==> config.mk <==
export PLATFORM = sky130hd
export DESIGN_NAME = twb_walk
export DESIGN_NICKNAME = d
export VERILOG_FILES = /design/src/design/twb_pkg.sv /design/src/design/twb_walk.sv
export SDC_FILE = /design/constraint.sdc
export NUM_CORES = 1
export LEC_CHECK = 0
export ABC_AREA = 0
export BUFFER_PORTS_ARGS = -buffer_cell sky130_fd_sc_hd__buf_2
export CELL_PAD_IN_SITES_DETAIL_PLACEMENT = 0
export CELL_PAD_IN_SITES_GLOBAL_PLACEMENT = 1
export CORE_ASPECT_RATIO = 0.9
export CORE_MARGIN = 2
export CORE_UTILIZATION = 45
export DETAILED_ROUTE_END_ITERATION = 12
export GPL_TIMING_DRIVEN = 0
export PLACE_DENSITY = 0.72
export SLEW_MARGIN = 40
export SYNTH_ARGS = -nofsm -noshare
export SYNTH_HDL_FRONTEND = slang
export SYNTH_SLANG_ARGS = --single-unit
==> constraint.sdc <==
create_clock -name clk -period 6.8 [get_ports clk]
set_clock_uncertainty 0.1 [all_clocks]
set_input_delay 0.34 -clock clk [delete_from_list [all_inputs] [get_ports clk]]
set_output_delay 0.34 -clock clk [all_outputs]
set_load 0.1 [all_outputs]
==> src/design/twb_pkg.sv <==
`default_nettype none
package twb_pkg;
	localparam int NODES       = 1024;
	localparam int ALPHABET    = 26;
	localparam int MAX_WORD    = 32;
	localparam int NODE_W      = $clog2(NODES);
	localparam int CNT_W       = $clog2(NODES + 1);
	localparam int CHILD_DEPTH = NODES * ALPHABET;
	localparam int CADDR_W     = $clog2(CHILD_DEPTH);
	localparam int LET_W       = 5;
	localparam int DEPTH_W     = $clog2(MAX_WORD + 1);
	localparam int SLOT_W      = $clog2(MAX_WORD + 1);

	typedef enum logic [1:0] {
		CMD_CLEAR = 2'd0,
		CMD_DICT  = 2'd1,
		CMD_TEXT  = 2'd2,
		CMD_END   = 2'd3
	} cmd_t;

	typedef struct packed {
		logic              valid;
		logic [NODE_W-1:0] node;
	} walker_t;

	typedef struct packed {
		logic             start;
		logic             restart;
		logic [LET_W-1:0] letter;
	} walk_ctl_t;

	typedef struct packed {
		logic done;
		logic root_valid;
	} walk_stat_t;

	function automatic logic [CADDR_W-1:0] child_addr(input logic [NODE_W-1:0] node,
			input logic [LET_W-1:0] letter);
		child_addr = CADDR_W'(node) * CADDR_W'(ALPHABET) + CADDR_W'(letter);
	endfunction
endpackage
`default_nettype wire

==> src/design/twb_walk.sv <==
`default_nettype none
module twb_walk
	import twb_pkg::*;
(
	input  wire logic                clk,
	input  wire logic                arst_n,
	input  wire walk_ctl_t           ctl,
	output logic      [CADDR_W-1:0]  ch_raddr,
	input  wire logic [NODE_W-1:0]   ch_rdata,
	output logic      [NODE_W-1:0]   mk_raddr,
	input  wire logic                mk_rdata,
	output walk_stat_t               stat
);
	walker_t          walk_q [MAX_WORD];
	walker_t          res_q  [MAX_WORD];
	logic [SLOT_W-1:0] issue_q;
	logic             busy_q;
	logic [LET_W-1:0] letter_q;
	logic             go_s1, valid_s1, last_s1;
	logic             go_s2, nz_s2, last_s2;
	logic             hit_q;
	logic [NODE_W-1:0] child;
	logic             hit_now;

	// stage 0 reads the child slot of the head walker
	assign ch_raddr = child_addr(walk_q[0].node, letter_q);
	// stage 1 reads the end mark of the child found
	assign child    = valid_s1 ? ch_rdata : '0;
	assign mk_raddr = child;
	assign hit_now  = hit_q | (nz_s2 & mk_rdata);

	assign stat.done       = go_s2 & last_s2;
	assign stat.root_valid = walk_q[0].valid;

	always_ff @(posedge clk or negedge arst_n) begin
		if (!arst_n) begin
			walk_q[0] <= '{valid: 1'b1, node: '0};
			res_q[0]  <= '0;
			for (int j = 1; j < MAX_WORD; j++) begin
				walk_q[j] <= '0;
				res_q[j]  <= '0;
			end
			issue_q  <= '0;
			busy_q   <= 1'b0;
			letter_q <= '0;
			go_s1    <= 1'b0;
			valid_s1 <= 1'b0;
			last_s1  <= 1'b0;
			go_s2    <= 1'b0;
			nz_s2    <= 1'b0;
			last_s2  <= 1'b0;
			hit_q    <= 1'b0;
		end else begin
			go_s1 <= busy_q;
			go_s2 <= go_s1;
			if (ctl.restart) begin
				walk_q[0] <= '{valid: 1'b1, node: '0};
				for (int j = 1; j < MAX_WORD; j++) begin
					walk_q[j] <= '0;
				end
			end else if (ctl.start) begin
				busy_q   <= 1'b1;
				issue_q  <= '0;
				letter_q <= ctl.letter;
				hit_q    <= 1'b0;
			end else if (busy_q) begin
				valid_s1 <= walk_q[0].valid && (letter_q < LET_W'(ALPHABET));
				last_s1  <= (issue_q == SLOT_W'(MAX_WORD - 1));
				for (int j = 0; j < MAX_WORD - 1; j++) begin
					walk_q[j] <= walk_q[j+1];
				end
				walk_q[MAX_WORD-1] <= walk_q[0];
				issue_q <= issue_q + 1'b1;
				if (issue_q == SLOT_W'(MAX_WORD - 1)) begin
					busy_q <= 1'b0;
				end
			end else if (go_s2 && last_s2) begin
				// walker d moves to slot d+1; the root revives on a word end
				walk_q[0].valid <= hit_now;
				walk_q[0].node  <= '0;
				for (int j = 1; j < MAX_WORD; j++) begin
					walk_q[j] <= res_q[j-1];
				end
			end
			if (go_s1) begin
				for (int j = 0; j < MAX_WORD - 1; j++) begin
					res_q[j] <= res_q[j+1];
				end
				res_q[MAX_WORD-1].valid <= (child != '0);
				res_q[MAX_WORD-1].node  <= child;
				nz_s2   <= (child != '0);
				last_s2 <= last_s1;
			end
			if (go_s2) begin
				hit_q <= hit_now;
			end
		end
	end
endmodule
`default_nettype wire

==> reports/results.ini <==
[place]
port_buffers = 45
gp_congestion = 0.750
dp_hpwl_mm = 47.2
place_area_sq_mm = 0.0335

[logic_synthesis]
synth_cell_types = 52
ys.flop_type = dfrtp_1
synthMuxAreaShare = 0.232
async_flop_share = 1.00
postSynthCellCount = 2554
ys_seq_area_frac = 0.567
synth_compound_gate_area_share = 0.0925
syn_nets = 2611
syn_area_per_cell_sq_um = 12.5
yosysWarnings = 0
netlist_area_sq_mm = 0.0319
synth_fa_ha_area_frac = 0.0164
synth-xor-area-share = 0.00522
synth_top_family_by_area = multiplexers
yosys.area_share.simple = 0.0572
ys_ff_latch = 722
synth_edf_count = 0

[worst_setup_path]
crit_arrival_ns = 4.22
crit_type = reg2out
cp-startpoint = walk_q[348]
required_ns = 6.36
rr_endpoint = walk_q[302]
crit_path_end_kind = output port
worstPathMaxFanout = 5
crit_path_end = ch_raddr[14]
reg2regPathDepth = 9
start_kind = register
rrSetupSlack_ns = 4.12
r2r-start = busy_q

[drt]
drt-met1-wl_mm = 33.7
drtAntennaViolNets = 0
viasPerCell = 5.44
met3_wirelength_mm = 2.24
wirelength_mm = 68.3
dr.pass1.iters = 5
drt_iter0_markers = 1147
wl_per_cell_um = 18.5
route.detailed.drc = 0
top_layer_used = met4
wl_met2_mm = 31.2
detailroute.via_count = 20100

[die]
dieWidth_um = 285
fp.dieH_um = 257
core_sq_mm = 0.0701
dieArea_sq_mm = 0.0730
io_pins = 47
initial_utilization = 0.455
fp-row-count = 92

[timing]
slew_headroom = 0.475
max_freq_mhz = 214
min_period_ns = 4.66
finalCritPeriodShare = 0.686
setup_viol = 0
hold_viol = 0
worst_pin_slew_ns = 0.788
rsz0062_at_grt = false
slew_viol_final = 0

[cts]
clk_latency_ns = 0.63
cts_sinks = 722
htreeDepth = 3
clockBufferDepth = 3
cts.clk_slew.worst_paths_ns = 0.06
root_buffer = clkbuf_16
post_cts_buffers = 0
cts_resized = 0
cts_tree = yes
cts_buffers = 78
cts-hold-fix-buffers = 9

[layout]
drive_gt1_frac = 0.217
layout_commonest_cell = dfrtp_1
synthToLayoutAreaGrowth_pct = 13.2
regArea_sq_mm = 0.0181
final_cell_mix = dfrtp_1 (721), nand2_1 (386), mux2_2 (352)
nets = 2752
multi_input_area_sq_mm = 0.0129
finalCoreUtilization = 0.515
final_cell_area_sq_mm = 0.0361
diodes = 0
fillerInstances = 6127

[hold_path]
holdCritStartpoint = ch_rdata[1]
min_delay_path_depth = 3
hp-class = in2reg

[grt]
grt_util_all_layers = 0.190
grt_pass1_wl_mm = 114
grt_antenna_before_repair = 0
grt_max_degree = 107
grt_overflow = 0
grt_pass1_vias = 21400

[power_and_ir_drop]
p_leak_nw = 18.4
switchingPower_mw = 2.41
vdd_drop_max_mv = 0.195
p_comb_frac = 0.071
switching_share = 0.247
seq_power_share = 0.502
pwr-share-clk = 0.426
power.density_mw_per_mm2 = 270
power.internal_mw = 7.33

[outcome]
status = finished clean

[run]
max_cap_viol_count = 0

power groups by stage:
stage	Clock, mW	Sequential [mW]	Combinational, mW
global route	4.44	4.94	0.765
finish	4.15	4.89	0.694
detailed placement	0	4.97	0.699
CTS	4.27	4.90	0.706
floorplan	0	4.85	0.491
global placement	0	4.97	0.662
worst max-delay path, cell delays in order, from the launching register on:
cell       delay (ns)
dfrtp_1          0.49
ha_1             0.33
inv_1            0.05
fa_1             0.48
inv_1            0.04
ha_1             0.33
a21oi_1          0.28
a21boi_1         0.19
a2111oi_4        0.38
nor3_2           0.11
nor4_2           0.30
xor2_1           0.17
buf_2            0.45
flip-flops by register name, indices dropped and copies added (netlist names):
name / flops
busy_q: 1
go_s1: 1
go_s2: 1
hit_q: 1
issue_q: 6
last_s1: 1
last_s2: 1
letter_q: 5
nz_s2: 1
res_q: 351
stat: 1
valid_s1: 1
walk_q: 351
cells by family after synthesis:
family | after synthesis
AO/OA/AOI/OAI | 396
adder cells (fa/ha/maj) | 37
flip-flops | 722
multiplexers | 694
AND/OR/NAND/NOR | 448
buffers and inverters | 238
XOR/XNOR | 19
synthesized netlist by cell type, drive strengths merged (2+ instances only):
cell,n,share of area
and3,2,0.00039
ha,29,0.011
nor3,5,0.00094
a31oi,2,0.00039
clkbuf,128,0.015
nand3,7,0.0011
nor2,13,0.0015
a21boi,2,0.00047
fa,8,0.0050
a21o,2,0.00047
inv,38,0.0045
nand2,386,0.045
buf,72,0.011
nand2b,3,0.00059
dfrtp,721,0.57
a21oi,9,0.0014
mux2,352,0.12
nor2b,5,0.00098
mux2i,342,0.11
o31ai,342,0.081
o21ai,24,0.0038
o211ai,4,0.0013
nor4,3,0.00098
xor2,7,0.0019
o21bai,4,0.00094
and2,14,0.0028
a221oi,2,0.00075
xnor2,12,0.0033
nor3b,2,0.00047
area by class of cell:
cell class                      count  share of cell area
Sequential cell                   722               0.500
Multi-Input combinational cell   1594               0.356
Clock buffer                      117              0.0631
Tap cell                          940              0.0326
Buffer                            200              0.0230
Timing Repair Buffer               61              0.0145
Clock inverter                     26             0.00676
Inverter                           38             0.00395
how the worst min path moves through the flow:
stage | to | slack [ns]
floorplan | busy_q | -0.06
global placement | go_s1 | 0.29
detailed placement | res_q[345] | 0.10
CTS | res_q[7] | 0.004
global route | res_q[7] | 0.04
finish | res_q[1] | 0.04
through the flow:
step                worst slack, ns  setup TNS [ns]  power [mW]  hold slack [ns]  instances
global route                   1.88               0        10.1           0.0419       3698
finish                         2.14               0        9.74           0.0392       3698
global placement              -9.73        -6944.58        5.63            0.293       3539
CTS                            2.10               0        9.87          0.00383       3698
floorplan                      2.20               0        5.35          -0.0556       2554
detailed placement             2.79               0        5.67            0.101       3546
routing by layer:
layer / vias up / GRT usage
li1: 9420 / -
met1: 10400 / 0.279
met2: 251 / 0.295
met3: 88 / 0.0314
met4: 0 / 0.0439
met5: - / 0
Power figures use the tool's default switching activity.
