[src/design/twb_ram.sv]
`default_nettype none
module twb_ram #(
	parameter int WIDTH = 8,
	parameter int DEPTH = 16,
	parameter int AW    = $clog2(DEPTH)
) (
	input  wire logic             clk,
	input  wire logic             we,
	input  wire logic [AW-1:0]    waddr,
	input  wire logic [WIDTH-1:0] wdata,
	input  wire logic [AW-1:0]    raddr,
	output logic      [WIDTH-1:0] rdata
);
	logic [WIDTH-1:0] mem [DEPTH];

	always_ff @(posedge clk) begin
		if (we) begin
			mem[waddr] <= wdata;
		end
		rdata <= mem[raddr];
	end
endmodule
`default_nettype wire

[config.mk]
export PLATFORM = sky130hd
export DESIGN_NAME = twb_ram
export DESIGN_NICKNAME = d
export VERILOG_FILES = /design/src/design/twb_ram.sv
export SDC_FILE = /design/constraint.sdc
export NUM_CORES = 1
export LEC_CHECK = 0
export ABC_AREA = 1
export BUFFER_PORTS_ARGS = -buffer_cell sky130_fd_sc_hd__buf_2
export CAP_MARGIN = 20
export CORE_MARGIN = 2
export CORE_UTILIZATION = 58
export CTS_CLUSTER_SIZE = 14
export DETAILED_ROUTE_END_ITERATION = 6
export MAX_ROUTING_LAYER = met4
export PLACE_DENSITY = 0.76
export SYNTH_ARGS = -nofsm -noshare
export SYNTH_HDL_FRONTEND = slang
export SYNTH_SLANG_ARGS = --single-unit
[constraint.sdc]
create_clock -name clk -period 2.5 [get_ports clk]
set_input_delay 0.125 -clock clk [delete_from_list [all_inputs] [get_ports clk]]
set_output_delay 0.125 -clock clk [all_outputs]
set_load 0.02 [all_outputs]
==> results of run 1 <==
[how the worst min path moves through the flow]
stage | startpoint | end | cells after the start
4_1_cts | wdata[3] | mem[9][3] | 1
3_5_place_dp | raddr[3] | rdata[4] | 3
2_1_floorplan | wdata[0] | mem[0][0] | 0
3_3_place_gp | raddr[3] | rdata[0] | 3
6_report | wdata[5] | mem[1][5] | 1
5_1_grt | wdata[3] | mem[9][3] | 1
[sequential cells by signal, summed over array words and instances (netlist names)]
signal and flops:
mem 128, rdata 8
[Yosys cell counts]
master,n
buf_4,4
edfxtp_1,128
inv_2,2
nand3_1,97
buf_6,6
nor2_1,17
buf_1,1
dfxtp_1,8
nand3b_1,2
nand2_1,173
buf_2,13
inv_1,100
[kinds of logic after synthesis]
group | count (synthesis) | share of synthesized area (%)
and+or+nand+nor | 289 | 21.05
DFF | 136 | 69.43
buffers and inverters | 126 | 9.525
[repair_timing]
| action | CTS | global route |
|---|---|---|
| setup endpoints to repair | 0 | 0 |
| endpoints found under the hold margin | 6 | 0 |
| hold buffers | 1 | 0 |
[through the flow]
stage	cell area, um2	total power, mW	std cells	worst slack, ns
final	6560	5.458	723	1.321
after global routing	6560	5.602	723	1.307
after CTS	6560	5.467	723	1.320
after detailed placement	5929	2.920	690	0.9683
after global placement	5929	2.913	690	0.9939
after floorplan	5767	2.807	551	1.424
[power by group]
part | leakage (nW) | internal, mW | switching [mW]
logic | 1.32 | 0.0844 | 0.231
clock network | 0.298 | 1.67 | 0.906
registers | 1.22 | 2.55 | 0.0140
total | 2.84 | 4.31 | 1.15
[worst reg2reg max path: cells and delay by family, from the launching register on]
family	cells	cell delay (ns)
buf+inv	1	0.07
simple gates	5	0.52
flops	1	0.37
[routing by layer]
| layer | routed length, um | track usage, % |
|---|---|---|
| met5 | 0 | - |
| met4 | 316 | 11.10 |
| met3 | 1100 | 7.363 |
| met2 | 5761 | 36.38 |
| met1 | 4865 | 33.38 |
[layout by cell type (no fill, tap or decap)]
cell type,instances
inv_1,100
clkinv_2,2
clkbuf_1,2
nand3b_1,2
clkinv_4,3
clkbuf_8,3
edfxtp_1,128
inv_2,2
nor2_1,17
dlygate4sd3_1,1
nand3_1,97
bufinv_16,4
buf_2,25
dfxtp_1,8
nand2_1,173
clkinvlp_4,2
buf_4,5
clkbuf_16,16
[cell type report]
type / instances / area (um2) / share of cell area, %
Tap cell: 133 / 166.4 / 2.537
Multi-Input combinational cell: 289 / 1214 / 18.50
Clock inverter: 11 / 171.4 / 2.613
Sequential cell: 136 / 4004 / 61.03
Inverter: 102 / 382.9 / 5.836
Timing Repair Buffer: 31 / 172.7 / 2.632
Clock buffer: 21 / 449.2 / 6.847
==> impl_metrics.csv, run 1 <==
group,metric,value,unit
synth,synth.distinct_cells,12,
setup_path,reg2reg_from,"mem[3][2]",
run_status,outcome,"finished clean",
synth,yosys.area.top_type_share,66.65,%
timing,finalSetupViolations,0,
timing,slew_headroom,35.97,%
timing,drv_slew,0,
cells_and_area,nFillCells,723,
grt,grt_util_all_layers,25.12,%
cells_and_area,num_antenna_cells,0,
setup_path,cpPeakStageDelay,0.35,ns
cts,clkSlewWorstSetupHoldPaths,0.06,ns
floorplan,die_w,103.7,um
timing,final.period_utilization,47.15,%
drt,drc_errors,0,
setup_path,crit_family,"flip-flops",
setup_path,crit_end,"rdata[7]",
setup_path,cp_slowest_cell,"dfxtp_1",
synth,synth.avg_cell_area,10.47,um2
timing,finClkSkew,0.005320,ns
drt,avgRoutedWirePerCell,16.66,um
drt,first_pass_iters,5,
cts,cts_root_buf,"clkbuf_8",
pwr,irDropWorstVdd,489.2,uV
drt,ant_nets,0,
floorplan,fp.dieH,103.7,um
cts,cts_max_path_buffers,2,
setup_path,ff2ff_path_depth,6,
grt,grt_max_degree,65,
synth,yosysWarnings,0,
synth,synth_sequential_area_ratio,69.43,%
setup_path,cp_data_arrival_time,1.05,ns
grt,grt_pass1_vias,3723,
timing,min_period,1.179,ns
setup_path,worstSetupPathType,"flip-flop to primary output",
setup_path,r2r-end,"rdata[2]",
grt,antenna_found_initial,0,
grt,overflow,0,
cts,cts-buffers-inserted,17,
cts,post-cts-setup-buffer-count,0,
setup_path,worstPathRequired,2.38,ns
setup_path,path_max_fanout,1,
placement,hpwl,7157,um
setup_path,cp-end-kind,"primary output",
synth,ys_top_cells_by_area,"edfxtp_1 (67%), nand2_1 (11%), nand3_1 (8.4%)",
setup_path,rrSetupSlack,1.41,ns
placement,place.gp.congestion,0.8567,
placement,io_buffers,25,
floorplan,core_area,0.009729,mm2
timing,clock.fmax,0.8484,GHz
drt,vias,3776,
synth,yosysTopAreaCell,"edfxtp_1",
setup_path,crit_start,"rdata[7]",
drt,drt_iter0_drc,400,
timing,hold-worst-slack,0.02122,ns
cells_and_area,final_util,67.43,%
cts,tritoncts,"done",
floorplan,dieArea,0.01076,mm2
drt,vias_per_cell,5.223,
floorplan,rows,36,
synth,synthesis.nets,569,
synth,ys_seq_elements,136,
drt,wl,12040,um
cells_and_area,drive_above_1_share,10.51,%
pwr,powerDensity,832.1,mW/mm2
cts,clock_sinks,136,
cts,cts_max_level,4,
floorplan,io_pins,26,
setup_path,crit_buf_inv,1,
cts,cts_resized,0,
timing,worst_pin_slew,0.9569,ns
flow_run,cap_violations,0,
timing,tns,0,ns
floorplan,initial_core_util,59.27,%
hold_path,hp-class,"input port to flip-flop",
grt,grt_pass1_wl,19430,um
timing,final_hold_viol_count,0,
synth,syn_area,0.005767,mm2
setup_path,start_kind,"flip-flop",
synth,synthesis.instances,551,
pwr,cellLeakagePower,2.841,nW
cells_and_area,layout.nets,595,
setup_path,cp.depth,1,
cts,clock_latency,0.53,ns
setup_path,worstPathCellList,"buf_2",
timing,rsz0062_at_grt,"no",
cells_and_area,area_growth,13.76,%
Note: power is estimated with default switching activity, not from simulation.
==> inputs of run 2 (changes only) <==
CORE_UTILIZATION = 55   (was 58)
PLACE_DENSITY = 0.75   (was 0.76)
clock period = 1 ns   (was 2.5 ns; I/O delays follow)
==> run 2 against run 1 <==
Cell count rose by 5.1%. Critical path depth unchanged. Global-route usage up 1.3 points. Highest routed layer unchanged. Utilization grew 2.7 points. Die area is 5.2% higher. Critical endpoint is now rdata[3]. Combinational power increased to 3.2 times the previous value. Total power rose to 2.6 times the previous value. The flow now finishes with violations (setup timing). Clock power grew to 2.7 times the previous value. Sequential power rose to 2.5 times the previous value.
==> impl_metrics.csv, run 2 (synthesis results as in run 1) <==
group,metric,value,unit
cells_and_area,final_common_cell,"nand2_1",
setup_path,worstSetupPathType,"flip-flop to primary output",
cells_and_area,layout.nets,629,
hold_path,holdPathEnd,"rdata[1]",
cells_and_area,area_growth,24.41,%
cells_and_area,drive_above_1_share,20.35,%
drt,drc_errors,0,
setup_path,cp_slowest_cell,"dfxtp_2",
pwr,powerDensity,2010,mW/mm2
placement,place.gp.congestion,0.8705,
timing,rsz0062_at_grt,"yes",
setup_path,reg2reg_from,"mem[5][4]",
timing,slew_headroom,70.82,%
floorplan,rows,37,
timing,clock.fmax,0.9597,GHz
timing,hold-worst-slack,0.06101,ns
hold_path,hp-class,"input port to flip-flop",
run_status,violations,"setup timing",
hold_path,whs_path_depth,5,
hold_path,hp-start,"raddr[2]",
setup_path,cpPeakStageDelay,0.35,ns
timing,final_hold_viol_count,0,
floorplan,core_area,0.01023,mm2
floorplan,fp.dieH,106.4,um
grt,grt_max_degree,33,
setup_path,start_kind,"flip-flop",
grt,overflow,0,
timing,min_period,1.042,ns
drt,ant_nets,0,
pwr,irDropWorstVdd,1308,uV
cts,clock_latency,0.53,ns
placement,dpl-instance-area,0.006216,mm2
floorplan,initial_core_util,56.37,%
cells_and_area,final_cell_mix,"nand2_1 (172), edfxtp_1 (128), inv_1 (99), nand3_1 (69), nand3_2 (28)",
cts,clock_sinks,136,
setup_path,ff2ff_path_depth,6,
cts,cts_max_path_buffers,2,
cts,cts_root_buf,"clkbuf_8",
drt,first_pass_iters,7,
setup_path,cp-end-kind,"primary output",
timing,final.period_utilization,104.2,%
timing,finClkSkew,0.007890,ns
pwr,seqPwrFrac,44.6,%
timing,finalSetupViolations,8,
cells_and_area,largest_reg_flops,128,
drt,vias,4040,
pwr,cellLeakagePower,3.142,nW
pwr,p_int,11.43,mW
grt,antenna_found_initial,0,
drt,vias_per_cell,5.316,
cts,cts-buffers-inserted,17,
drt,drt_iter0_drc,352,
cells_and_area,final_cell_area,0.007174,mm2
grt,grt_pass1_wl,20880,um
timing,finalWorstSetupSlack,-0.04195,ns
placement,hpwl,8193,um
setup_path,rrSetupSlack,0.03,ns
setup_path,worstPathRequired,0.95,ns
cts,clkSlewWorstSetupHoldPaths,0.06,ns
pwr,switching_share,20.70,%
drt,avgRoutedWirePerCell,17.73,um
drt,wl,13470,um
timing,drv_slew,0,
timing,worst_pin_slew,0.4372,ns
floorplan,io_pins,26,
setup_path,path_max_fanout,1,
cells_and_area,biggestRegsByFlops,"mem x128, rdata x8",
setup_path,worstPathCellList,"buf_6",
setup_path,r2r-end,"rdata[4]",
cells_and_area,regMostFlops,"mem",
cells_and_area,num_antenna_cells,0,
run_status,outcome,"finished with violations",
pwr,combPwrFrac,7.0,%
cts,cts_max_level,4,
pwr,clkPwrFrac,48.4,%
setup_path,crit_family,"flip-flops",
floorplan,die_w,106.4,um
cts,tritoncts,"done",
setup_path,cp_data_arrival_time,0.99,ns
flow_run,cap_violations,0,
floorplan,dieArea,0.01132,mm2
placement,io_buffers,25,
setup_path,crit_buf_inv,1,
grt,grt_pass1_vias,3970,
pwr,p_sw,2.984,mW
placement,pre_cts_ws,-0.09559,ns
grt,grt_util_all_layers,26.42,%
## run 2: cell count changes in the layout (fill, tap and decap cells not counted), sizes merged
| cell | delta |
|---|---|
| buf | +26 |
| bufinv | +2 |
| dlygate4sd3 | +8 |
| clkinvlp | -1 |
| clkinv | -1 |
| clkbuf | -1 |
| inv | +1 |
## run 2: cell type report
type | instances | area, um2
repair buffers | 65 | 585.6
clock inverters | 12 | 220.2
clock buffers | 20 | 445.4
fillers | 724 | 3057
well taps | 136 | 170.2
multi-input cells | 289 | 1356
flip-flops and latches | 136 | 4014
inverters | 102 | 382.9
## run 2: how the worst max path moves through the flow
| stage | cells after the start | to | slack [ns] | start |
|---|---|---|---|---|
| after global placement | 8 | rdata[5] | -0.08 | raddr[0] |
| after global routing | 1 | rdata[1] | -0.07 | rdata[1] |
| after detailed placement | 8 | rdata[7] | -0.1 | raddr[0] |
| final | 1 | rdata[3] | -0.04 | rdata[3] |
| after CTS | 1 | rdata[1] | -0.06 | rdata[1] |
| after floorplan | 2 | mem[4][0] | -0.0008 | waddr[3] |
## run 2: metal layers
layer	up-vias	part of all wire, %	global-route usage (%)	wire [um]
met2	201	51	43.64	6937
li1	1893	-	-	-
met4	0	2.3	10.71	310
met5	-	0	-	0
met1	1913	38	31.97	5160
met3	33	7.9	5.457	1062
## run 2: power by group through the flow
stage / combinational (mW) / sequential (mW) / clock, mW
CTS: 0.964 / 6.43 / 7.02
detailed placement: 0.880 / 6.53 / 0
floorplan: 0.450 / 6.57 / 0
global route: 1.09 / 6.44 / 7.26
finish: 1.01 / 6.43 / 6.98
global placement: 0.853 / 6.53 / 0
## run 2: per-stage QoR
step | std cells | TNS, ns | utilization, % | total power [mW]
floorplan | 551 | -0.05405 | - | 7.018
global placement | 719 | -1.378 | 60.76 | 7.379
detailed placement | 719 | -3.101 | 60.76 | 7.409
CTS | 760 | -0.2683 | 68.88 | 14.42
global route | 760 | -0.3858 | 70.12 | 14.79
finish | 760 | -0.1262 | 70.12 | 14.42
## run 2: repair_timing
item                                   CTS  global route
buffers inserted                         0             0
gates resized for setup                 27            27
hold buffers                             9             0
pin swaps                                0             2
setup endpoints to repair               10            15
endpoints found under the hold margin  135             0
